**config.mk**
```make
export PLATFORM = sky130hd
export DESIGN_NAME = lcd_window_fill_sequencer
export DESIGN_NICKNAME = d
export VERILOG_FILES = /design/src/sv/lwfs_pkg.sv /design/src/sv/lwfs_front.sv /design/src/sv/lwfs_queue.sv /design/src/sv/lwfs_back.sv /design/src/sv/lcd_window_fill_sequencer.sv
export SDC_FILE = /design/constraint.sdc
export NUM_CORES = 1
export LEC_CHECK = 0
export BUFFER_PORTS_ARGS = -buffer_cell sky130_fd_sc_hd__clkbuf_2
export CORE_AREA = 2 2 153 305
export DETAILED_ROUTE_END_ITERATION = 16
export DIE_AREA = 0 0 155 307
export PLACE_DENSITY = 0.72
export SLEW_MARGIN = 0
export SYNTH_ARGS = -nofsm -noshare
export SYNTH_HDL_FRONTEND = slang
export SYNTH_SLANG_ARGS = --single-unit
```
**constraint.sdc**
```tcl
create_clock -name clk -period 6.1 [get_ports clk]
set_clock_uncertainty 0.15 [all_clocks]
set_input_delay 0.305 -clock clk [delete_from_list [all_inputs] [get_ports clk]]
set_output_delay 0.305 -clock clk [all_outputs]
set_load 0.005 [all_outputs]
```
**src/sv/lwfs_pkg.sv**
```systemverilog
// Shared types, register codes and helpers for the LCD window fill sequencer.
`timescale 1ns / 1ps
`default_nettype none
package lwfs_pkg;

  localparam int COORD_W = 9;
  localparam int COLOR_W = 16;
  localparam int COUNT_W = 17;
  localparam int INDEX_W = 8;

  localparam int IN_TDATA_W  = 56;
  localparam int OUT_TDATA_W = 48;

  localparam int QUEUE_DEPTH = 4;
  localparam int QUEUE_AW    = 2;

  typedef logic [COORD_W-1:0] coord_t;

  // Request kinds carried in tuser.
  localparam logic [2:0] REQ_PIXEL  = 3'd0;
  localparam logic [2:0] REQ_HLINE  = 3'd1;
  localparam logic [2:0] REQ_VLINE  = 3'd2;
  localparam logic [2:0] REQ_RECT   = 3'd3;
  localparam logic [2:0] REQ_ROTATE = 3'd4;

  // Controller register indexes.
  localparam logic [INDEX_W-1:0] REG_ENTRY_MODE = 8'h03;
  localparam logic [INDEX_W-1:0] REG_ADDR_X     = 8'h20;
  localparam logic [INDEX_W-1:0] REG_ADDR_Y     = 8'h21;
  localparam logic [INDEX_W-1:0] REG_GRAM       = 8'h22;
  localparam logic [INDEX_W-1:0] REG_WIN_XS     = 8'h50;
  localparam logic [INDEX_W-1:0] REG_WIN_XE     = 8'h51;
  localparam logic [INDEX_W-1:0] REG_WIN_YS     = 8'h52;
  localparam logic [INDEX_W-1:0] REG_WIN_YE     = 8'h53;

  localparam logic [2:0] STEP_LAST = 3'd6;

  // One queued job: a mapped window plus what goes before or after it.
  typedef struct packed {
    logic               rot;
    coord_t             ax1;
    coord_t             ax2;
    coord_t             ay1;
    coord_t             ay2;
    coord_t             cx;
    coord_t             cy;
    logic [COLOR_W-1:0] value;
    logic [COUNT_W-1:0] count;
  } cmd_t;

  function automatic logic [COLOR_W-1:0] entry_mode(input logic [1:0] rotation);
    logic [COLOR_W-1:0] m;
    case (rotation)
      2'd0:    m = 16'h1030;
      2'd1:    m = 16'h1028;
      2'd2:    m = 16'h1000;
      2'd3:    m = 16'h1018;
      default: m = 16'h1030;
    endcase
    return m;
  endfunction

endpackage
`default_nettype wire

```
**src/sv/lwfs_front.sv**
```systemverilog
// Front end: accept requests, drop empty ones, clip, rotate and size the fill.
`timescale 1ns / 1ps
`default_nettype none
module lwfs_front #(
  parameter int PANEL_WIDTH  = 240,
  parameter int PANEL_HEIGHT = 320
) (
  input  wire                                   clk,
  input  wire                                   rst,
  input  wire                                   cfg_we,
  input  wire  [1:0]                            cfg_rotation,
  input  wire                                   s_axis_tvalid,
  output logic                                  s_axis_tready,
  input  wire  [lwfs_pkg::IN_TDATA_W-1:0]       s_axis_tdata,
  input  wire  [2:0]                            s_axis_tuser,
  output logic                                  push_valid,
  input  wire                                   push_ready,
  output lwfs_pkg::cmd_t                        push_data
);

  typedef struct packed {
    logic                         rot;
    lwfs_pkg::coord_t             x1;
    lwfs_pkg::coord_t             y1;
    lwfs_pkg::coord_t             x2;
    lwfs_pkg::coord_t             y2;
    lwfs_pkg::coord_t             w;
    lwfs_pkg::coord_t             h;
    logic [lwfs_pkg::COLOR_W-1:0] value;
  } clip_t;

  localparam lwfs_pkg::coord_t PW    = lwfs_pkg::coord_t'(PANEL_WIDTH);
  localparam lwfs_pkg::coord_t PH    = lwfs_pkg::coord_t'(PANEL_HEIGHT);
  localparam lwfs_pkg::coord_t PW_M1 = lwfs_pkg::coord_t'(PANEL_WIDTH - 1);
  localparam lwfs_pkg::coord_t PH_M1 = lwfs_pkg::coord_t'(PANEL_HEIGHT - 1);
  localparam lwfs_pkg::coord_t ONE   = lwfs_pkg::coord_t'(1);

  logic [1:0] rotation;
  logic       s1_valid;
  clip_t      s1;

  logic             [2:0] req;
  lwfs_pkg::coord_t       x, y, w_in, h_in, lw, lh;
  lwfs_pkg::coord_t       w_used, h_used, room_w, room_h, w_clip, h_clip;
  logic                   is_rot, keep, s1_ready;
  clip_t                  clip;

  assign req  = s_axis_tuser;
  assign x    = s_axis_tdata[8:0];
  assign y    = s_axis_tdata[17:9];
  assign w_in = s_axis_tdata[26:18];
  assign h_in = s_axis_tdata[35:27];

  always_comb begin
    lw     = rotation[0] ? PH : PW;
    lh     = rotation[0] ? PW : PH;
    is_rot = (req == lwfs_pkg::REQ_ROTATE);
    w_used = (req == lwfs_pkg::REQ_HLINE || req == lwfs_pkg::REQ_RECT) ? w_in : ONE;
    h_used = (req == lwfs_pkg::REQ_VLINE || req == lwfs_pkg::REQ_RECT) ? h_in : ONE;
    room_w = lw - x;
    room_h = lh - y;
    w_clip = (w_used > room_w) ? room_w : w_used;
    h_clip = (h_used > room_h) ? room_h : h_used;
    keep   = is_rot || (req <= lwfs_pkg::REQ_RECT && x < lw && y < lh &&
                        w_used != '0 && h_used != '0);
    if (is_rot) begin
      clip.rot   = 1'b1;
      clip.x1    = '0;
      clip.y1    = '0;
      clip.x2    = lw - ONE;
      clip.y2    = lh - ONE;
      clip.w     = ONE;
      clip.h     = ONE;
      clip.value = lwfs_pkg::entry_mode(rotation);
    end else begin
      clip.rot   = 1'b0;
      clip.x1    = x;
      clip.y1    = y;
      clip.x2    = x + w_clip - ONE;
      clip.y2    = y + h_clip - ONE;
      clip.w     = w_clip;
      clip.h     = h_clip;
      clip.value = s_axis_tdata[51:36];
    end
  end

  assign s1_ready      = !s1_valid || push_ready;
  assign s_axis_tready = s1_ready;

  always_ff @(posedge clk) begin
    if (rst) begin
      rotation <= 2'd0;
      s1_valid <= 1'b0;
    end else begin
      if (cfg_we) begin
        rotation <= cfg_rotation;
      end
      if (s1_ready) begin
        s1_valid <= s_axis_tvalid && keep;
      end
    end
    if (s1_ready && s_axis_tvalid) begin
      s1 <= clip;
    end
  end

  // Rotate into panel coordinates and size the GRAM fill.
  logic [2*lwfs_pkg::COORD_W-1:0] prod;

  always_comb begin
    prod            = {{lwfs_pkg::COORD_W{1'b0}}, s1.w} * {{lwfs_pkg::COORD_W{1'b0}}, s1.h};
    push_data.rot   = s1.rot;
    push_data.value = s1.value;
    push_data.count = prod[2*lwfs_pkg::COORD_W-1] ? '1 : prod[lwfs_pkg::COUNT_W-1:0];
    case (rotation)
      2'd1: begin
        push_data.ax1 = PW_M1 - s1.y2;
        push_data.ax2 = PW_M1 - s1.y1;
        push_data.ay1 = s1.x1;
        push_data.ay2 = s1.x2;
        push_data.cx  = PW_M1 - s1.y1;
        push_data.cy  = s1.x1;
      end
      2'd2: begin
        push_data.ax1 = PW_M1 - s1.x2;
        push_data.ax2 = PW_M1 - s1.x1;
        push_data.ay1 = PH_M1 - s1.y2;
        push_data.ay2 = PH_M1 - s1.y1;
        push_data.cx  = PW_M1 - s1.x1;
        push_data.cy  = PH_M1 - s1.y1;
      end
      2'd3: begin
        push_data.ax1 = s1.y1;
        push_data.ax2 = s1.y2;
        push_data.ay1 = PH_M1 - s1.x2;
        push_data.ay2 = PH_M1 - s1.x1;
        push_data.cx  = s1.y1;
        push_data.cy  = PH_M1 - s1.x1;
      end
      default: begin
        push_data.ax1 = s1.x1;
        push_data.ax2 = s1.x2;
        push_data.ay1 = s1.y1;
        push_data.ay2 = s1.y2;
        push_data.cx  = s1.x1;
        push_data.cy  = s1.y1;
      end
    endcase
  end

  assign push_valid = s1_valid;

endmodule
`default_nettype wire

```
**src/sv/lwfs_queue.sv**
```systemverilog
// Show-ahead job queue between the front end and the write sequencer.
`timescale 1ns / 1ps
`default_nettype none
module lwfs_queue (
  input  wire                   clk,
  input  wire                   rst,
  input  wire                   push_valid,
  output logic                  push_ready,
  input  lwfs_pkg::cmd_t        push_data,
  output logic                  pop_valid,
  input  wire                   pop_ready,
  output lwfs_pkg::cmd_t        pop_data
);

  lwfs_pkg::cmd_t                mem [lwfs_pkg::QUEUE_DEPTH];
  logic [lwfs_pkg::QUEUE_AW-1:0] wr_ptr;
  logic [lwfs_pkg::QUEUE_AW-1:0] rd_ptr;
  logic [lwfs_pkg::QUEUE_AW:0]   fill;
  logic                          do_push, do_pop;

  assign push_ready = (fill != (lwfs_pkg::QUEUE_AW + 1)'(lwfs_pkg::QUEUE_DEPTH));
  assign pop_valid  = (fill != '0);
  assign pop_data   = mem[rd_ptr];
  assign do_push    = push_valid && push_ready;
  assign do_pop     = pop_valid && pop_ready;

  always_ff @(posedge clk) begin
    if (rst) begin
      wr_ptr <= '0;
      rd_ptr <= '0;
      fill   <= '0;
    end else begin
      if (do_push) begin
        wr_ptr <= wr_ptr + 1'b1;
      end
      if (do_pop) begin
        rd_ptr <= rd_ptr + 1'b1;
      end
      case ({do_push, do_pop})
        2'b10:   fill <= fill + 1'b1;
        2'b01:   fill <= fill - 1'b1;
        default: fill <= fill;
      endcase
    end
    if (do_push) begin
      mem[wr_ptr] <= push_data;
    end
  end

endmodule
`default_nettype wire

```
**src/sv/lwfs_back.sv**
```systemverilog
// Back end: walk each queued job through its register writes, one beat a cycle while the output is not stalled.
`timescale 1ns / 1ps
`default_nettype none
module lwfs_back (
  input  wire                                clk,
  input  wire                                rst,
  input  wire                                pop_valid,
  output logic                               pop_ready,
  input  lwfs_pkg::cmd_t                     pop_data,
  output logic                               m_axis_tvalid,
  input  wire                                m_axis_tready,
  output logic [lwfs_pkg::OUT_TDATA_W-1:0]   m_axis_tdata,
  output logic                               m_axis_tlast
);

  logic [2:0]                   step;
  logic [2:0]                   wpos;
  logic                         out_free;
  logic [lwfs_pkg::INDEX_W-1:0] idx;
  logic [lwfs_pkg::COLOR_W-1:0] val;
  logic [lwfs_pkg::COUNT_W-1:0] cnt;
  logic [lwfs_pkg::INDEX_W-1:0] out_idx;
  logic [lwfs_pkg::COLOR_W-1:0] out_val;
  logic [lwfs_pkg::COUNT_W-1:0] out_cnt;

  assign out_free  = !m_axis_tvalid || m_axis_tready;
  assign pop_ready = out_free && (step == lwfs_pkg::STEP_LAST);

  // Rotation jobs lead with the entry mode, so their window runs one step late.
  always_comb begin
    wpos = pop_data.rot ? step - 3'd1 : step;
    cnt  = lwfs_pkg::COUNT_W'(1);
    if (pop_data.rot && step == 3'd0) begin
      idx = lwfs_pkg::REG_ENTRY_MODE;
      val = pop_data.value;
    end else if (!pop_data.rot && step == lwfs_pkg::STEP_LAST) begin
      idx = lwfs_pkg::REG_GRAM;
      val = pop_data.value;
      cnt = pop_data.count;
    end else begin
      case (wpos)
        3'd0: begin
          idx = lwfs_pkg::REG_WIN_XS;
          val = lwfs_pkg::COLOR_W'(pop_data.ax1);
        end
        3'd1: begin
          idx = lwfs_pkg::REG_WIN_XE;
          val = lwfs_pkg::COLOR_W'(pop_data.ax2);
        end
        3'd2: begin
          idx = lwfs_pkg::REG_WIN_YS;
          val = lwfs_pkg::COLOR_W'(pop_data.ay1);
        end
        3'd3: begin
          idx = lwfs_pkg::REG_WIN_YE;
          val = lwfs_pkg::COLOR_W'(pop_data.ay2);
        end
        3'd4: begin
          idx = lwfs_pkg::REG_ADDR_X;
          val = lwfs_pkg::COLOR_W'(pop_data.cx);
        end
        default: begin
          idx = lwfs_pkg::REG_ADDR_Y;
          val = lwfs_pkg::COLOR_W'(pop_data.cy);
        end
      endcase
    end
  end

  always_ff @(posedge clk) begin
    if (rst) begin
      step          <= 3'd0;
      m_axis_tvalid <= 1'b0;
    end else if (out_free) begin
      m_axis_tvalid <= pop_valid;
      if (pop_valid) begin
        step <= (step == lwfs_pkg::STEP_LAST) ? 3'd0 : step + 3'd1;
      end
    end
    if (out_free && pop_valid) begin
      out_idx      <= idx;
      out_val      <= val;
      out_cnt      <= cnt;
      m_axis_tlast <= (step == lwfs_pkg::STEP_LAST);
    end
  end

  assign m_axis_tdata = {7'd0, out_cnt, out_val, out_idx};

  a_step_range: assert property (@(posedge clk) disable iff (rst)
    step <= lwfs_pkg::STEP_LAST)
    else $error("write step ran past the last write");

  a_last_index: assert property (@(posedge clk) disable iff (rst)
    m_axis_tvalid && m_axis_tlast |->
      (out_idx == lwfs_pkg::REG_GRAM || out_idx == lwfs_pkg::REG_ADDR_Y))
    else $error("closing beat is neither the GRAM write nor the address counter");

  a_count_gram: assert property (@(posedge clk) disable iff (rst)
    m_axis_tvalid && out_idx != lwfs_pkg::REG_GRAM |-> out_cnt == lwfs_pkg::COUNT_W'(1))
    else $error("repeat count above one outside a GRAM write");

  a_job_start: assert property (@(posedge clk) disable iff (rst)
    pop_valid && pop_ready |=> step == 3'd0)
    else $error("next job did not start at its first write");

endmodule
`default_nettype wire

```
**src/sv/lcd_window_fill_sequencer.sv**
```systemverilog
// Top level: drawing requests in, LCD controller register writes out.
// Path: a request passes the clip stage register, the job queue and the back end's output
//   register before its first write beat appears.
// Throughput: seven write beats per drawing or rotation request, one beat per cycle
//   while m_axis_tready is high; the back end's single output register sets that figure.
//   Input takes one beat per cycle while the four-entry job queue and the clip stage have room.
// Reset (rst, synchronous): rotation returns to 0, clip stage, queue and output empty.
`timescale 1ns / 1ps
`default_nettype none
module lcd_window_fill_sequencer #(
  parameter int PANEL_WIDTH  = 240,
  parameter int PANEL_HEIGHT = 320
) (
  input  wire                                clk,
  input  wire                                rst,
  // Rotation register write (quarter turns).
  input  wire                                cfg_valid,
  output logic                               cfg_ready,
  input  wire  [1:0]                         cfg_data,
  // Request stream.
  input  wire                                s_axis_tvalid,
  output logic                               s_axis_tready,
  // tdata: pos_x[8:0], pos_y[17:9], span_w[26:18], span_h[35:27],
  //        fill_color[51:36], zero [55:52]
  input  wire  [lwfs_pkg::IN_TDATA_W-1:0]    s_axis_tdata,
  // tuser: req_type[2:0]
  input  wire  [2:0]                         s_axis_tuser,
  // Register write stream.
  output logic                               m_axis_tvalid,
  input  wire                                m_axis_tready,
  // tdata: reg_index[7:0], reg_value[23:8], repeat_count[40:24], zero [47:41]
  output logic [lwfs_pkg::OUT_TDATA_W-1:0]   m_axis_tdata,
  // tlast: last_write
  output logic                               m_axis_tlast
);

  // The rotation register is always ready; it is to be written only while idle, which the block does not enforce.
  assign cfg_ready = 1'b1;

  logic           push_valid, push_ready;
  lwfs_pkg::cmd_t push_data;
  logic           pop_valid, pop_ready;
  lwfs_pkg::cmd_t pop_data;

  // Front end: drop off-screen, zero-size and unknown requests, clip at the
  // right and bottom edges, then rotate into panel space and size the fill.
  lwfs_front #(
    .PANEL_WIDTH  (PANEL_WIDTH),
    .PANEL_HEIGHT (PANEL_HEIGHT)
  ) u_front (
    .clk           (clk),
    .rst           (rst),
    .cfg_we        (cfg_valid && cfg_ready),
    .cfg_rotation  (cfg_data),
    .s_axis_tvalid (s_axis_tvalid),
    .s_axis_tready (s_axis_tready),
    .s_axis_tdata  (s_axis_tdata),
    .s_axis_tuser  (s_axis_tuser),
    .push_valid    (push_valid),
    .push_ready    (push_ready),
    .push_data     (push_data)
  );

  // Decouple the two sides so the front keeps taking requests during a long
  // output stall.
  lwfs_queue u_queue (
    .clk        (clk),
    .rst        (rst),
    .push_valid (push_valid),
    .push_ready (push_ready),
    .push_data  (push_data),
    .pop_valid  (pop_valid),
    .pop_ready  (pop_ready),
    .pop_data   (pop_data)
  );

  // Back end: hold each job at the queue head and step through its seven writes;
  // the job retires on the beat that carries tlast.
  lwfs_back u_back (
    .clk           (clk),
    .rst           (rst),
    .pop_valid     (pop_valid),
    .pop_ready     (pop_ready),
    .pop_data      (pop_data),
    .m_axis_tvalid (m_axis_tvalid),
    .m_axis_tready (m_axis_tready),
    .m_axis_tdata  (m_axis_tdata),
    .m_axis_tlast  (m_axis_tlast)
  );

endmodule
`default_nettype wire

```
After elaboration in Yosys (flattened, before gate mapping)
Memories as Yosys holds them, arrays and structs flattened. A register that Yosys moved wholly into a read port is not among the register bits.
Index checks and enable logic that the tools add are counted.
- register bits: 126
- memory bits (writable): 352
- memories kept: 1
- memories (name ; depth ; bits a word ; read ports ; clocked after Yosys merged registers in ; write ports ; line ; text):
    u_queue.mem ; 4 ; 88 ; 1 ; 1 ; 1 ; lwfs_queue.sv:15 ; lwfs_pkg::cmd_t mem [lwfs_pkg::QUEUE_DEPTH];
- equality and inequality tests: 15
- $add $sub $neg: 22
- magnitude comparators: 5
- reductions and logical operators: 30
- multiplexer cells: 22
- bitwise gates (word level): 1
- $mul: 1
- operators with widths (cell ; count):
    54-bit one-hot mux with 3 select lines ; 1
    71-bit two-way mux ; 1
    16-bit one-hot mux with 4 select lines ; 1
    9-bit two-way mux ; 6
    9-bit one-hot mux with 5 select lines ; 1
    8-bit by 9-bit subtractor with 9-bit output, first input constant ; 4
    9-bit by 1-bit subtractor with 9-bit output, second input constant ; 4
    9-bit subtractor, first input constant ; 4
    7-bit one-hot mux with 5 select lines ; 1
    16-bit two-way mux ; 2
    9-bit adder ; 2
    9-bit > comparator ; 2
    9-bit less-than comparator ; 2
    9-bit by 9-bit multiplier with 18-bit output ; 1
    9-bit nonzero test ; 2
    9-bit subtractor ; 2
    17-bit two-way mux ; 1
    3-bit by 2-bit equality test with 1-bit output, second input constant ; 4
    1-bit logical AND ; 12
    3-bit equality test, second input constant ; 3
    3-bit by 1-bit adder with 3-bit output, second input constant ; 2
    2-bit equality test, second input constant ; 3
    3-bit by 1-bit equality test with 1-bit output, second input constant ; 2
    3-bit zero test ; 2
    other kinds (18) ; 31

Depth between registers and ports, before layout
Gate-level depths: netlist of the first run.
- word-level depth: 8
- gate-level depth with buffers: 24
- gate-level depth less buffers: 23

Hierarchy
Synthesis of the first run repeated with hierarchy kept, for this count alone.
- cell total of the unflattened synthesis: 1833
- area, all modules: 25191.7 um^2
- modules (own cells, without submodules) (module ; area each (um^2) ; times used ; sequential area each (um^2) ; cells an instance):
    lwfs_queue ; 13158.9 ; 1 ; 10750.3 ; 512
    lwfs_front ; 9168.8 ; 1 ; 2192.1 ; 1058
    lwfs_back ; 2852.7 ; 1 ; 1221.2 ; 261
    lcd_window_fill_sequencer ; 11.3 ; 1 ; 0.0 ; 2

Least setup slack after synthesis of the first run
OpenSTA, ideal clock, no wires.
- kind: reg-to-reg
- start point: reg u_front.s1[27] (netlist bit)
- end point: mem u_queue.mem[0][14] (netlist bit), data pin
- buffers on the path: 1
- setup time: 278 ps
- period minus slack after synthesis: 5210 ps
- arrival: 4782 ps
- stages on the path, launching flop included: 18
- path slack: 890 ps
- cell sequence: edfxtp_1 > clkbuf_1 > and2_1 > fa_1 > inv_1 > fa_1 > inv_1 > fa_1 > inv_1 > fa_1 > inv_1 > ha_1 > a21o_1 > a31oi_1 > a21boi_1 > o311ai_2 > nor2_1 > or3_1
- RTL lines (item ; line ; text):
    from (decl) ; lwfs_front.sv:40 ; clip_t s1;
    from (signal assigned) ; lwfs_front.sv:103 ; s1 <= clip;
    to (decl) ; lwfs_queue.sv:15 ;

==> key figures, run 1 <==
Outcome
  • Outcome: finished clean

Timing
  • Max_slew headroom: 0.273
  • Least-Margin Pin Slew: 1.09 ns
  • Tcrit/Tclk final: 0.930
  • Final Hold Fails: 0
  • Final setup fails: 0
  • Final slew viol count: 0
  • Final TNS setup: 0 ns
  • Min Tclk post-route: 5.67 ns
  • Hold slack: 0.0210 ns
  • Fmax achieved: 176 MHz
  • RSZ-0062 raised after global routing: false

Layout
  • Post-route insts no fill: 2537
  • Layout cells sized above 1: 0.148
  • Nets: 2175
  • Layout Area Growth over Synthesis: 10.7%
  • Fill count: 3472
  • Most frequent cells in the layout: 461 x edfxtp_1, 185 x inv_1, 128 x nand2_1, 118 x ha_1, 110 x nor2_1
  • Area of the multi-input gates: 9340 sq um
  • Reg area: 14200 sq um
  • Most common cell after layout, fill and taps aside: edfxtp_1

Die
  • Initial Util: 0.542
  • Chip height: 307 microns
  • Die area: 47600 sq um
  • Die extent in x: 155 microns
  • Std-Cell Core Area: 45400 sq um
  • Row cnt: 111
  • IO Pins: 118

Logic synthesis
  • Number of synthesis warnings: 0
  • Synthesized instance count: 1831
  • Fraction of registers with async set/reset: 0
  • Register area share after synthesis: 0.576
  • Post-synthesis instance area: 24600 sq um
  • Most used flip-flop cell after synthesis: edfxtp_1
  • Synth Register Bits: 477
  • Synth Area per Inst: 13.4 sq um
  • Synth cell types: 72
  • Post-synth EDFFs: 461

Setup path
  • Startpoint types: flip-flop
  • CP Buf/Inv Count: 4
  • Arr. time, crit path: 5.80 ns
  • Delay-heaviest family, CP: adder cells
  • Critical path type: reg -> reg
  • Crit path capture type: flip-flop
  • Cells along the critical path: and2_1 > fa_1 > inv_1 > fa_1 > inv_1 > fa_1 > inv_1 > fa_1 > inv_1 > ha_1 > a21o_1 > a31oi_1 > a21boi_1 > o311ai_2 > nor2_1 > or3_1
  • Worst Path Max Fanout: 10
  • CP max stage cell: o311ai_2
  • Slowest cell delay on critical path: 0.61 ns
  • Critical Path RT: 6.23 ns

Route
  • Wire per inst: 20.5 microns
  • Post-Route WL: 52.0 mm
  • Drt drc: 0
  • First-pass detailed-route iteration total: 6
  • Initial drt markers: 1292
  • Vias: 14900
  • Via density per instance: 5.86
  • Post-route ant nets: 0

GRT
  • Vias in the first global route: 14900
  • Initial antenna violation count: 1
  • Largest net degree at the start of global routing: 72
  • GR Overflow Total: 0
  • Total global-route track usage: 0.221
  • First-pass GRT wire length: 81.7 mm

Run
  • Max-Cap Viols: 0

Min path
  • Worst Hold Class: in -> reg

Pwr
  • Pwr dens: 301 nW/um^2
  • Peak supply drop: 0.000240 V
  • Leak: 0.0101 uW

Clocking
  • Insertion delay to the later sink of the worst-skew pair: 0.57 ns
  • Root buffer cell: clkbuf_16
  • CTS buffer count: 42
  • Max Root-Sink Buffers: 3
  • Postcts setup bufs: 0
  • Worst-path clk slew: 0.06 ns
  • H-tree depth: 2
  • CTS tree: built
  • CTS sink count: 477

Placement
  • Placed Cells: 2431
  • Post-DP HPWL: 34.8 mm
  • GPL Wtd Cong: 0.892
  • Buffers on Ports: 102
-- state kept, by name (all words and copies together) (netlist names), named ones only --
register	cells
u_front.push_data	17
u_front.push_valid	1
u_queue.wr_ptr	2
u_queue.mem	352
u_back.m_axis_tlast	1
u_queue.fill	3
u_back.step	3
u_back.m_axis_tvalid	1
u_back.out_cnt	17
u_back.out_val	16
u_back.out_idx	4
u_front.rotation	2
u_queue.rd_ptr	2
u_front.s1	54
-- cells by family after synthesis --
| logic type | Yosys count | synth area share |
|---|---|---|
| buf+inv | 279 | 0.0468 |
| other cells | 2 | 0.000305 |
| mux | 136 | 0.0918 |
| compound gates | 305 | 0.0843 |
| xor+xnor | 60 | 0.0214 |
| simple gates | 401 | 0.0767 |
| flops | 477 | 0.576 |
| fa+ha+maj | 171 | 0.103 |
-- layout make-up --
class	count	share of cell area
diodes	1	0.0000919
clock buffers	55	0.0404
clock inverters	22	0.0113
inverters	188	0.0259
multi-input cells	1084	0.343
flip-flops and latches	477	0.520
well taps	565	0.0260
repair buffers	145	0.0332
-- Yosys cell counts, drive strengths merged, types with 21 or more instances --
cell type | number | area share
edfxtp | 461 | 0.56
ha | 118 | 0.060
mux4 | 70 | 0.064
o22ai | 24 | 0.0066
o21ai | 49 | 0.010
nand3 | 21 | 0.0043
nor2b | 26 | 0.0066
nor2 | 110 | 0.017
fa | 53 | 0.043
buf | 35 | 0.0096
a21oi | 69 | 0.014
clkbuf | 56 | 0.0085
inv | 187 | 0.029
a31oi | 23 | 0.0058
and2 | 58 | 0.015
nand2 | 128 | 0.020
mux2i | 49 | 0.020
a22oi | 22 | 0.0067
xnor2 | 42 | 0.015
-- tightest hold or removal path, stage by stage --
cell      delay [ns]
clkbuf_2        0.09
inv_1           0.10
nor2_1          0.13
-- what timing repair did --
action,4_1_cts,5_1_grt
hold buffers,28,0
setup endpoints to repair,0,0
resized for setup,0,0
hold endpoints to repair,26,0
-- final timing paths --
path                              start            endpoint  slack (ns)  depth (start not counted)
setup / recovery         u_front.s1[27]  u_queue.mem[3][14]        0.43                         16
setup reg to reg         u_front.s1[27]  u_queue.mem[3][14]        0.43                         16
hold reg to reg   u_front.push_data[26]  u_queue.mem[1][26]        0.34                          0
hold / removal          s_axis_tdata[6]      u_front.s1[67]        0.02                          3
-- per-layer routing --
metal / share of wire / GRT usage
met1: 0.41 / 0.288
met2: 0.51 / 0.393
met3: 0.052 / 0.0235
met4: 0.026 / 0.0629
met5: 0 / 0
-- report_power, final --
group,total (uW),internal [uW],switching [uW]
sequential,4000,3890,102
combinational,1480,580,898
clock,2710,1550,1170
-- through the flow --
step	power, uW	setup WS, ns	util	instance area [sq um]
global route	8580	0.104	0.600	27200
detailed placement	5520	0.433	0.562	25500
floorplan	5120	0.890	-	24600
finish	8190	0.429	0.600	27200
CTS	8230	0.442	0.600	27200
global placement	5490	0.443	0.562	25500
Note: power is estimated with default switching activity, not from simulation.
==> inputs of run 2 (changes only) <==
--- a/config.mk
+++ b/config.mk
@@ -7,6 +7,7 @@
 export LEC_CHECK = 0
 export BUFFER_PORTS_ARGS = -buffer_cell sky130_fd_sc_hd__clkbuf_2
 export CORE_AREA = 2 2 153 305
+export CTS_BUF_LIST = sky130_fd_sc_hd__clkbuf_2
 export DETAILED_ROUTE_END_ITERATION = 16
 export DIE_AREA = 0 0 155 307
 export PLACE_DENSITY = 0.72
==> key figures, run 2 (same netlist as run 1, synthesis figures left out) <==
Timing
  • Fmax achieved: 176 MHz (-0.44%)
  • Final setup fails: 0 (unchanged)
  • Final TNS setup: 0 ns (unchanged)
  • Max_slew headroom: 0.305 (+0.0313)
  • RSZ-0062 raised after global routing: false
  • Final slew viol count: 0 (unchanged)
  • Least-Margin Pin Slew: 1.04 ns (-0.0470 ns)
  • Final Hold Fails: 0 (unchanged)
  • Min Tclk post-route: 5.70 ns (+0.0249 ns)
  • Tcrit/Tclk final: 0.934 (+0.00408)

Route
  • Initial drt markers: 1111 (-14%)
  • First-pass detailed-route iteration total: 6 (unchanged)
  • Wire per inst: 19.8 microns (-3.7%)
  • Post-Route WL: 54.1 mm (+4.0%)
  • Drt drc: 0 (unchanged)
  • Post-route ant nets: 0 (unchanged)
  • Via density per instance: 5.70 (-2.6%)
  • Vias: 15600 (+5.2%)

Clocking
  • Root buffer cell: clkbuf_2
  • CTS buffer count: 101 (+140%)
  • Worst-path clk slew: 0.14 ns (+0.08 ns)
  • H-tree depth: 3 (+1)
  • Hold Buf Count CTS: 119 (+330%)
  • Cts repair resizes: 0 (unchanged)
  • Max Root-Sink Buffers: 3 (unchanged)
  • CTS tree: built
  • CTS sink count: 477 (unchanged)
  • Insertion delay to the later sink of the worst-skew pair: 1.06 ns (+0.49 ns)
  • Postcts setup bufs: 0 (unchanged)

Setup path
  • Arr. time, crit path: 6.25 ns (+0.45 ns)
  • Worst r2r dst: u_queue.mem[3][3]
  • Cells along the critical path: and2_1 > fa_1 > inv_1 > fa_1 > inv_1 > fa_1 > inv_1 > fa_1 > inv_1 > ha_1 > a21o_1 > a31oi_1 > a21boi_1 > o311ai_2 > nor2_1 > or2_2
  • Worst Path Max Fanout: 10 (unchanged)
  • Crit path capture type: flip-flop
  • CP max stage cell: o311ai_2
  • Slowest cell delay on critical path: 0.61 ns (about the same)
  • Critical Path RT: 6.66 ns (+0.43 ns)
  • R2R Path Start: u_front.s1[27]
  • Path depth of the worst reg2reg path: 16 (unchanged)
  • Critical path type: reg -> reg
  • Reg-to-reg slack, setup: 0.40 ns (-0.02 ns)
  • Startpoint types: flip-flop

GRT
  • Initial antenna violation count: 1 (unchanged)
  • Largest net degree at the start of global routing: 72 (unchanged)
  • Vias in the first global route: 16100 (+8.2%)
  • GR Overflow Total: 0 (unchanged)
  • First-pass GRT wire length: 85.6 mm (+4.8%)
  • Total global-route track usage: 0.232 (+0.0106)

Pwr
  • Gate power share: 0.205 (+0.024)
  • Reg power frac: 0.534 (+0.046)
  • Overall power: 7480 uW (-8.7%)
  • Pwr dens: 270 nW/um^2 (-10%)
  • Peak supply drop: 0.000204 V (-15%)
  • P_int: 5250 uW (-13%)
  • P_sw: 2230 uW (+2.7%)
  • Clock Power Share: 0.262 (-0.069)
  • Switching Share: 0.298 (+0.0330)
  • Leak: 0.0105 uW (+4.0%)

Placement
  • Post-DP HPWL: 34.8 mm (unchanged)
  • Buffers on Ports: 102 (unchanged)
  • Placed Cells: 2431 (unchanged)
  • GPL Wtd Cong: 0.892 (unchanged)

Layout
  • Top reg by flops: u_queue.mem
  • Biggest regs: u_queue.mem (352), u_front.s1 (54)
  • Largest register FFs: 352 (unchanged)
  • Nets: 2325 (+6.9%)
  • Layout cells sized above 1: 0.180 (+0.0322)
  • Most frequent cells in the layout: 461 x edfxtp_1, 244 x clkbuf_2, 185 x inv_1, 128 x nand2_1, 119 x dlygate4sd3_1
  • Post-route insts no fill: 2740 (+8.0%)
  • Layout Area Growth over Synthesis: 12.7%
  • Fill count: 3467 (-0.14%)
  • Most common cell after layout, fill and taps aside: edfxtp_1

Run
  • Max-Cap Viols: 0 (unchanged)

Min path
  • Hold_sp: s_axis_tdata[13]
  • Worst Hold End: u_front.s1[56]
  • Worst Hold Class: in -> reg
  • Cells on Worst Hold Path: 4 (+1)

Die
  • Die extent in x: 155 microns (unchanged)
  • Std-Cell Core Area: 45400 sq um (unchanged)
  • Chip height: 307 microns (unchanged)
  • Initial Util: 0.542 (unchanged)
  • Row cnt: 111 (unchanged)
  • Die area: 47600 sq um (unchanged)
  • IO Pins: 118 (unchanged)

Outcome
  • Outcome: finished clean
[run 2: cell count changes in the layout (fill, tap and decap cells not counted), moves of 2 or more]
cell	previous run	this run
clkbuf_2	102	244
dlygate4sd3_1	28	119
clkbuf_16	42	0
clkinv_1	8	33
clkbuf_1	13	0
bufinv_16	6	2
clkinv_2	4	7
clkinvlp_4	0	2
[run 2: final cells by class]
type | count | area [sq um] | area share
sequential | 477 | 14200 | 0.511
multi-input combinational | 1084 | 9340 | 0.337
timing repair buffer | 236 | 1810 | 0.0654
clock buffer | 142 | 711 | 0.0256
tap | 565 | 707 | 0.0255
inverter | 188 | 706 | 0.0254
clock inverter | 47 | 285 | 0.0103
antenna | 1 | 2.50 | 0.0000902
[run 2: worst max path at each step]
stage          slack [ns]                  to            from  cells past startpoint
2_1_floorplan        0.89  u_queue.mem[0][14]  u_front.s1[27]                     17
3_3_place_gp         0.44  u_queue.mem[3][14]  u_front.s1[27]                     16
3_5_place_dp         0.43  u_queue.mem[0][14]  u_front.s1[27]                     16
4_1_cts              0.41   u_queue.mem[1][3]  u_front.s1[27]                     16
5_1_grt              0.08   u_queue.mem[3][1]  u_front.s1[27]                     16
6_report             0.40   u_queue.mem[3][3]  u_front.s1[27]                     16
[run 2: worst max-delay path, delay by kind of cell (launching register included)]
family          cells  cell delay (ns)
fa+ha+maj           5             2.45
compound gates      4             1.20
simple gates        3             0.84
buf+inv             4             0.20
flops               1             0.54
[run 2: power by group through the flow]
stage | sequential (uW) | combinational, uW | clock, uW
final | 3990 | 1530 | 1960
after global routing | 4000 | 1750 | 2160
after CTS | 3990 | 1520 | 2020
after detailed placement | 4060 | 1450 | 0
after global placement | 4060 | 1430 | 0
after floorplan | 4010 | 1100 | 0
[run 2: through the flow]
step                      utilization  worst slack (ns)  hold slack, ns  instance area [sq um]
after floorplan                     -             0.890           0.224                  24600
after global placement          0.562             0.443           0.304                  25500
after detailed placement        0.562             0.433           0.335                  25500
after CTS                       0.611             0.415         0.00995                  27700
after global routing            0.611            0.0823          0.0491                  27700
final                           0.611             0.404           0.107                  27700
[run 2: per-layer routing]
layer  track usage  part of all wire  up-vias
li1              -                 -     7302
met1         0.292              0.40     7710
met2         0.409              0.52      532
met3        0.0310             0.052       84
met4        0.0846             0.027        0
met5             0                 0        -
==> inputs of run 3 (changes only) <==
--- a/config.mk
+++ b/config.mk
@@ -5,12 +5,14 @@
 export SDC_FILE = /design/constraint.sdc
 export NUM_CORES = 1
 export LEC_CHECK = 0
+export ABC_AREA = 1
 export BUFFER_PORTS_ARGS = -buffer_cell sky130_fd_sc_hd__clkbuf_2
-export CORE_AREA = 2 2 153 305
+export CORE_AREA = 2 2 154 307
 export CTS_BUF_LIST = sky130_fd_sc_hd__clkbuf_2
 export DETAILED_ROUTE_END_ITERATION = 16
-export DIE_AREA = 0 0 155 307
+export DIE_AREA = 0 0 156 309
 export PLACE_DENSITY = 0.72
+export REMOVE_ABC_BUFFERS = 1
 export SLEW_MARGIN = 0
 export SYNTH_ARGS = -nofsm -noshare
 export SYNTH_HDL_FRONTEND = slang
==> key figures, run 3 <==
Logic synthesis
  • Share of the synthesized area in the top cell type: 0.552 (-0.0104)
  • Most numerous cell in the Yosys netlist: edfxtp_1
  • Most frequent cells after synthesis: 461 x edfxtp_1, 353 x nor2_1, 343 x nand2_1, 325 x inv_1, 301 x o21ai_0
  • Synth Area per Inst: 10.1 sq um (-25%)
  • Synthesized instance count: 2492 (+36%)
  • Top cells by area, synth: edfxtp_1 55%, o21ai_0 6.0%, ha_1 5.9%, nor2_1 5.3%, nand2_1 5.1%
  • Register area share after synthesis: 0.565 (-0.0106)
  • Post-synth EDFFs: 461 (unchanged)
  • Yosys top cell by area: edfxtp_1
  • Number of synthesis warnings: 0 (unchanged)
  • Synth cell types: 45 (-38%)
  • Fraction of registers with async set/reset: 0 (unchanged)
  • Post-synthesis instance area: 25100 sq um (+1.9%)
  • Most used flip-flop cell after synthesis: edfxtp_1
  • Synth Register Bits: 477 (unchanged)

Placement
  • Post-DP HPWL: 41.4 mm (+19%)
  • GPL Wtd Cong: 0.927 (+3.9%)
  • Buffers on Ports: 102 (unchanged)
  • Placed Instance Area: 26000 sq um (+1.8%)
  • Pre-CTS setup slack: 0.903 ns (+0.470 ns)
  • Placed Cells: 3064 (+26%)

Timing
  • Fmax achieved: 188 MHz (+7.3%)
  • Max_slew headroom: 0.312 (+0.00712)
  • Final slew viol count: 0 (unchanged)
  • Final worst slack: 0.790 ns (+0.386 ns)
  • Min Tclk post-route: 5.31 ns (-0.386 ns)
  • RSZ-0062 raised after global routing: false
  • Tcrit/Tclk final: 0.870 (-0.0633)
  • Least-Margin Pin Slew: 1.03 ns (-0.0131 ns)
  • Final Hold Fails: 0 (unchanged)
  • Final setup fails: 0 (unchanged)

GRT
  • First-pass GRT wire length: 99.1 mm (+16%)
  • Total global-route track usage: 0.267 (+0.0349)
  • Initial antenna violation count: 1 (unchanged)
  • Largest net degree at the start of global routing: 87 (+21%)
  • Met2 usage: 0.493 (+0.0839)
  • GR Overflow Total: 0 (unchanged)
  • Grt peak-use layer: met2
  • Grt met1 use: 0.279 (-0.0124)
  • Met3 layer usage reported by global route: 0.0361 (+0.00514)
  • Vias in the first global route: 19900 (+23%)

Layout
  • Nets: 2960 (+27%)
  • Layout cells sized above 1: 0.113 (-0.0671)
  • Finished Cell Area: 28200 sq um (+1.7%)
  • Most common cell after layout, fill and taps aside: edfxtp_1
  • Most frequent cells in the layout: 461 x edfxtp_1, 348 x nor2_1, 343 x nand2_1, 324 x inv_1, 301 x o21ai_0
  • Layout Area Growth over Synthesis: 12.5%
  • Biggest regs: u_queue.mem (352), u_front.s1 (54)
  • Post-route insts no fill: 3368 (+23%)
  • Top reg by flops: u_queue.mem
  • Largest register FFs: 352 (unchanged)

Setup path
  • Worst r2r dst: u_front.s1[50]
  • Worst Path Max Fanout: 12 (+2)
  • Reg-to-reg slack, setup: 0.79 ns (+0.39 ns)
  • Critical path type: reg -> reg
  • Critical Path RT: 6.71 ns (+0.05 ns)
  • Path depth of the worst reg2reg path: 26 (+10)
  • Crit path capture type: flip-flop
  • Arr. time, crit path: 5.92 ns (-0.33 ns)
  • Startpoint types: flip-flop
  • R2R Path Start: u_front.rotation[0]

Clocking
  • Max Root-Sink Buffers: 3 (unchanged)
  • H-tree depth: 3 (unchanged)
  • Postcts setup bufs: 0 (unchanged)
  • CTS sink count: 477 (unchanged)
  • Root buffer cell: clkbuf_2
  • Worst-path clk slew: 0.12 ns (-0.02 ns)
  • CTS tree: built
  • Insertion delay to the later sink of the worst-skew pair: 1.10 ns (+0.04 ns)
  • CTS buffer count: 98 (-3.0%)

Pwr
  • Gate power share: 0.260 (+0.055)
  • Clock Power Share: 0.239 (-0.023)
  • P_sw: 2690 uW (+21%)
  • Reg power frac: 0.501 (-0.033)
  • Peak supply drop: 0.000185 V (-9.3%)
  • Pwr dens: 290 nW/um^2 (+7.6%)
  • Switching Share: 0.329 (+0.0313)
  • P_int: 5490 uW (+4.5%)
  • Leak: 0.0120 uW (+14%)

Die
  • Std-Cell Core Area: 45700 sq um (+0.61%)
  • Initial Util: 0.549 (+0.00681)
  • Die area: 48200 sq um (+1.3%)
  • Chip height: 309 microns (+0.65%)
  • Row cnt: 111 (unchanged)
  • IO Pins: 118 (unchanged)
  • Die extent in x: 156 microns (+0.65%)

Min path
  • Cells on Worst Hold Path: 4 (unchanged)
  • Hold_sp: s_axis_tdata[39]
  • Worst Hold Class: in -> reg
  • Worst Hold End: u_front.push_data[20]

Outcome
  • Outcome: finished clean

Route
  • Wire per inst: 18.6 microns (-5.7%)
  • Vias: 18900 (+21%)
  • Post-route ant nets: 0 (unchanged)
  • First-pass detailed-route iteration total: 8 (+2)
  • Initial drt markers: 1256 (+13%)
  • Via density per instance: 5.62 (-1.4%)
  • Post-Route WL: 62.7 mm (+16%)
  • Drt drc: 0 (unchanged)

Run
  • Max-Cap Viols: 0 (unchanged)
==> run 3: cell count changes after synthesis, moves of 57 or more <==
cell     previous run  this run
nor2_1            110       353
mux4_2             70         0
nand2_1           128       343
and2_1             58         0
o21ai_0            47       301
inv_1             186       325
o22ai_1            22        79
==> run 3: what timing repair did <==
| action | CTS | global route |
|---|---|---|
| hold endpoints to repair | 142 | 0 |
| gates resized for setup | 0 | 0 |
| hold buffers | 124 | 0 |
==> run 3: stage by stage <==
stage / utilization / power (uW) / TNS, ns / hold slack (ns)
after floorplan: - / 5610 / -8.37 / 0.224
after global placement: 0.569 / 6120 / 0 / 0.293
after detailed placement: 0.569 / 6210 / 0 / 0.299
after CTS: 0.617 / 8210 / 0 / 0.00921
after global routing: 0.617 / 8690 / 0 / 0.0754
final: 0.617 / 8180 / 0 / 0.135
==> run 3: power groups by stage <==
stage	Clock [uW]	Sequential (uW)	Combinational, uW
3_5_place_dp	0	4170	2040
2_1_floorplan	0	4130	1470
6_report	1960	4100	2120
3_3_place_gp	0	4160	1960
5_1_grt	2150	4110	2430
4_1_cts	2000	4100	2110
==> run 3: logic make-up (layout without fill, tap and decap cells) <==
family | Yosys count | in the layout | synth area share
xor gates and xnor gates | 34 | 34 | 0.0122
buffers and inverters | 459 | 760 | 0.0716
other | 2 | 12 | 0.000300
and+or+nand+nor | 834 | 834 | 0.138
AOI/OAI and AO/OA | 515 | 515 | 0.112
adders and majority gates | 171 | 171 | 0.101
DFF | 477 | 477 | 0.565
==> run 3: cell type report <==
cell class                      count  area [sq um]
Fill cell                        3681         17500
Sequential cell                   477         14200
Multi-Input combinational cell   1565          9190
Timing Repair Buffer              248          1920
Inverter                          333          1250
Tap cell                          565           707
Clock buffer                      136           681
Clock inverter                     43           277
Antenna cell                        1          2.50
==> run 3: worst max path at each step <==
stage                   startpoint                end  slack [ns]  cells after the start
2_1_floorplan            flip-flop  u_back.out_val[0]       -0.59                     12
6_report       u_front.rotation[0]     u_front.s1[50]        0.79                     26
5_1_grt        u_front.rotation[0]     u_front.s1[41]        0.32                     26
3_3_place_gp   u_front.rotation[0]     u_front.s1[50]        0.93                     26
3_5_place_dp   u_front.rotation[0]     u_front.s1[50]        0.90                     26
4_1_cts        u_front.rotation[0]     u_front.s1[50]        0.80                     26
==> run 3: worst max-delay path, cell delays in order, from the launching register on <==
cell	delay (ns)
dfxtp_1	0.35
inv_1	0.16
ha_1	0.40
nand4_1	0.13
o21ai_0	0.34
nand2_1	0.11
nand2_1	0.09
xnor2_1	0.08
ha_1	0.28
nand2_1	0.06
nor2_1	0.27
nand4_1	0.21
nand3_1	0.21
nand2_1	0.14
inv_1	0.30
o21ai_0	0.19
ha_1	0.31
inv_1	0.07
fa_1	0.46
nand3_1	0.11
nand2_1	0.08
a21oi_1	0.17
nor2_1	0.06
nor2_1	0.11
xnor2_1	0.07
nand2_1	0.05
nand2_1	0.05
==> run 3: per-layer routing <==
| metal | vias to the layer above | wire length [microns] |
|---|---|---|
| met5 | - | 0 |
| met4 | 0 | 3870 |
| met3 | 201 | 3460 |
| met2 | 748 | 33200 |
| met1 | 8996 | 22200 |
| li1 | 8989 | - |
